--- config.mk ---
export PLATFORM = sky130hd
export DESIGN_NAME = lbsd_alu
export DESIGN_NICKNAME = d
export VERILOG_FILES = /design/src/rtl/core/assert_macros.svh /design/src/rtl/core/lbsd_pkg.sv /design/src/rtl/core/lbsd_alu.sv
export SDC_FILE = /design/constraint.sdc
export NUM_CORES = 1
export LEC_CHECK = 0
export BUFFER_PORTS_ARGS = -buffer_cell sky130_fd_sc_hd__buf_2
export CAP_MARGIN = 10
export CELL_PAD_IN_SITES_DETAIL_PLACEMENT = 1
export CELL_PAD_IN_SITES_GLOBAL_PLACEMENT = 1
export CORE_ASPECT_RATIO = 2
export CORE_UTILIZATION = 35
export DETAILED_ROUTE_END_ITERATION = 10
export PLACE_DENSITY_LB_ADDON = 0.2
export SYNTH_ARGS = -nofsm -noshare
export SYNTH_HDL_FRONTEND = slang
export SYNTH_SLANG_ARGS = --single-unit
--- constraint.sdc ---
create_clock -name vclk -period 5.95
set_clock_uncertainty 0.1 [all_clocks]
set_input_delay 0.595 -clock vclk [all_inputs]
set_output_delay 0.595 -clock vclk [all_outputs]
set_load 0.01 [all_outputs]
--- src/rtl/core/assert_macros.svh ---
// assertion macros shared by the detector rtl
`ifndef ASSERT_MACROS_SVH
`define ASSERT_MACROS_SVH

// same-cycle implication, held off during reset
`define LBSD_ASSERT_IMP(label, clk, rst, ante, cons, msg) \
  label: assert property (@(posedge clk) disable iff (rst) (ante) |-> (cons)) \
    else $error(msg);

// next-cycle implication, held off during reset
`define LBSD_ASSERT_NXT(label, clk, rst, ante, cons, msg) \
  label: assert property (@(posedge clk) disable iff (rst) (ante) |=> (cons)) \
    else $error(msg);

`endif

--- src/rtl/core/lbsd_pkg.sv ---
// types and constants of the login burst source detector
package lbsd_pkg;

  localparam int ADDR_W   = 32;
  localparam int TIME_W   = 32;
  localparam int COUNT_W  = 16;
  localparam int SUM_W    = 32;
  localparam int GAP_CFG_W  = 16;
  localparam int MIN_CFG_W  = 8;
  localparam int MEAN_CFG_W = 16;
  localparam int CFG_DATA_W = 16;
  localparam int CFG_IDX_W  = 2;

  // configuration register indexes
  localparam logic [CFG_IDX_W-1:0] REG_RESET_GAP    = 2'd0;
  localparam logic [CFG_IDX_W-1:0] REG_MIN_ATTEMPTS = 2'd1;
  localparam logic [CFG_IDX_W-1:0] REG_MAX_MEAN_GAP = 2'd2;

  // result status codes
  typedef enum logic [1:0] {
    ST_UPDATED = 2'd0,
    ST_NEW     = 2'd1,
    ST_FLAGGED = 2'd2,
    ST_FULL    = 2'd3
  } status_t;

  // shared adder operations
  typedef enum logic {
    ALU_ADD = 1'b0,
    ALU_SUB = 1'b1
  } alu_op_t;

  typedef struct packed {
    alu_op_t     op;
    logic [31:0] a;
    logic [31:0] b;
  } alu_req_t;

  typedef struct packed {
    logic [31:0] res;
    logic        carry;  // carry out; for a subtract, set when a >= b
    logic        zero;
  } alu_rsp_t;

  // source tag word: valid bit and address
  typedef struct packed {
    logic              valid;
    logic [ADDR_W-1:0] addr;
  } tag_t;

  // per-source history
  typedef struct packed {
    logic [TIME_W-1:0]  last_time;
    logic [COUNT_W-1:0] attempts;
    logic [SUM_W-1:0]   gap_sum;
  } rec_t;

endpackage

--- src/rtl/core/lbsd_alu.sv ---
// shared 32-bit add / subtract unit with carry and zero flags
module lbsd_alu
  import lbsd_pkg::*;
(
  input  alu_req_t req,
  output alu_rsp_t rsp
);

  logic [31:0] b_eff;
  logic [32:0] sum;

  assign b_eff = (req.op == ALU_SUB) ? ~req.b : req.b;
  assign sum   = {1'b0, req.a} + {1'b0, b_eff} + {32'd0, (req.op == ALU_SUB)};

  assign rsp.res   = sum[31:0];
  assign rsp.carry = sum[32];
  assign rsp.zero  = (sum[31:0] == 32'd0);

endmodule

==> flow_metrics.env <==
export IMPL_synth_fp_nets=433
export IMPL_antenna_found_initial=0
export IMPL_post_cts_buffers=0
export IMPL_grt_pass1_wl_mm=13.9
export IMPL_fp_dieH_um=119
export IMPL_setup_viol=0
export IMPL_synth_common_cells="39 x xor2_1, 34 x ha_1, 31 x a21oi_1, 21 x nand2_1, 20 x nor2_1"
export IMPL_totalWireLength_mm=8.68
export IMPL_pin_count=99
export IMPL_final_area_um2=2930
export IMPL_muxShareOfSynthArea_pct=0.579
export IMPL_final_cell_count_no_fill=506
export IMPL_utilization_pct=44.6
export IMPL_synth_compound_area_share_pct=35.3
export IMPL_drive_above_1_share_pct=26.6
export IMPL_hold_violations=0
export IMPL_dieWidth_um=60.3
export IMPL_path_max_fanout=19
export IMPL_finalCritPeriodShare_pct=89.7
export IMPL_ant_nets=0
export IMPL_num_rows=42
export IMPL_post_cts_resized=0
export IMPL_slew_headroom_pct=54.1
export IMPL_drc=0
export IMPL_timing_fmax_mhz=187
export IMPL_syn_area_um2=2380
export IMPL_place_hpwl_mm=7.70
export IMPL_layout_min_cycle_time_ns=5.34
export IMPL_yosysSeqAreaShare_pct=0
export IMPL_holdPathStages=3
export IMPL_grt_pass1_vias=3085
export IMPL_drt_wirelength_per_cell_um=17.2
export IMPL_leakage_uw=0.00142
export IMPL_grt_usage_pct=24.8
export IMPL_ys_types=61
export IMPL_seq_cells=0
export IMPL_critical_path_class="input pin to output pin"
export IMPL_tightest_slew_ns=0.680
export IMPL_dp_cells=506
export IMPL_drt_iter0_drc=61
export IMPL_routabilityCongestion=0.899
export IMPL_io_buffers=99
export IMPL_diodes=0
export IMPL_synth_top_family_by_area="compound AO/OA/AOI/OAI gates"
export IMPL_min_from="req[32]"
export IMPL_synth_xor_area_share_pct=18.1
export IMPL_start_util_pct=36.2
export IMPL_synth_largest_area_cell="ha_1"
export IMPL_cp_arrival_ns=4.64
export IMPL_area_growth_pct=23.3
export IMPL_status="completed"
export IMPL_cp_required_ns=5.26
export IMPL_ys_warn_count=0
export IMPL_final_max_slew_viol_count=0
export IMPL_synthDominantCellAreaShare_pct=17.9
export IMPL_nClkBuffers=0
export IMPL_synthTopCellsByArea="ha_1 18%, xor2_1 14%, a21oi_1 6.5%"
export IMPL_fin_tns_setup_ns=0
export IMPL_firstDrtPassIters=4
export IMPL_core_um2=6570
export IMPL_yosys_area_share_simple_pct=22.7
export IMPL_startpoint="req[64]"
export IMPL_viasPerCell=5.73
export IMPL_vias=2900
export IMPL_power_density_nw_per_um2=182
export IMPL_start_kind="input pin"
export IMPL_max_cap_violations=0
export IMPL_nets=520
export IMPL_placed_cell_area_um2=2930
export IMPL_ff_latch_area_um2=0
export IMPL_grt_max_degree=20
export IMPL_overflow=0
export IMPL_hold_path_class="input pin to output pin"
export IMPL_peakVddDrop_mv=0.0813
export IMPL_total_power_uw=534
export IMPL_cp_end_kind="output pin"
export IMPL_die_area_um2=7140
export IMPL_synth_most_common_cell="xor2_1"
export IMPL_holdBufCountCts=0
export IMPL_synthAdderAreaFrac_pct=18.7
export IMPL_netlist_instances=333
export IMPL_rsz0062_at_grt="false"
export IMPL_min_to="rsp[2]"
export IMPL_syn_avg_cell_area_um2=7.14
[cell type report]
cell class	count	area [um^2]
Fill cell	892	3640
Inverter	13	48.8
Multi-Input combinational cell	305	2270
Tap cell	88	110
Timing Repair Buffer	100	503
[through the flow]
| stage | hold WS [ns] | setup WS (ns) |
|---|---|---|
| 3_5_place_dp | 1.40 | 0.558 |
| 6_report | 1.40 | 0.612 |
| 2_1_floorplan | 1.17 | 0.877 |
| 4_1_cts | 1.40 | 0.552 |
| 3_3_place_gp | 1.40 | 0.628 |
| 5_1_grt | 1.41 | 0.303 |
[layout by cell type (no fill, tap or decap), types with 11 or more instances in the layout]
cell     Yosys  routed
o21ai_0     16      16
nor2_1      20      20
inv_1       13      13
nor3_1      11      11
nand2_1     21      21
a21oi_1     31      31
a21o_1      12      12
xor2_1      39      39
ha_1        34      34
buf_2        0      99
[cell families (layout without fill, tap and decap cells)]
family          count (synthesis)  in the layout
fa+ha+maj                      35             35
buf+inv                        28            113
xor+xnor                       49             49
simple gates                   99             99
mux                             1              1
compound gates                121            121
[critical path: stages]
cell and delay, ns:
buf_2 0.44, buf_4 0.37, xor2_1 0.11, ha_1 0.45, nand3_1 0.16, nor3_1 0.33
a21oi_1 0.14, and3b_1 0.24, a21o_1 0.20, a211o_1 0.29, or4b_1 0.52, or4_1 0.43
nor4_2 0.21, buf_2 0.16
[per-layer routing]
| metal | GRT usage, % | part of all wire (%) | vias to the layer above |
|---|---|---|---|
| li1 | - | - | 1422 |
| met1 | 21.5 | 33 | 1367 |
| met2 | 51.5 | 59 | 81 |
| met3 | 1.64 | 2.8 | 30 |
| met4 | 10.8 | 5.2 | 0 |
| met5 | 0 | 0 | - |
[worst max-delay path by stage]
stage	slack, ns	end	cells after the start
6_report	0.61	rsp[0]	14
5_1_grt	0.30	rsp[0]	14
4_1_cts	0.55	rsp[0]	14
3_5_place_dp	0.56	rsp[0]	14
3_3_place_gp	0.63	rsp[0]	14
2_1_floorplan	0.88	rsp[0]	13
[power breakdown]
group          total [uW]  internal, uW  switching [uW]
registers               0             0               0
logic                 534           215             318
clock network           0             0               0
total                 534           215             318
No activity file was read; power rests on OpenSTA's default activity.
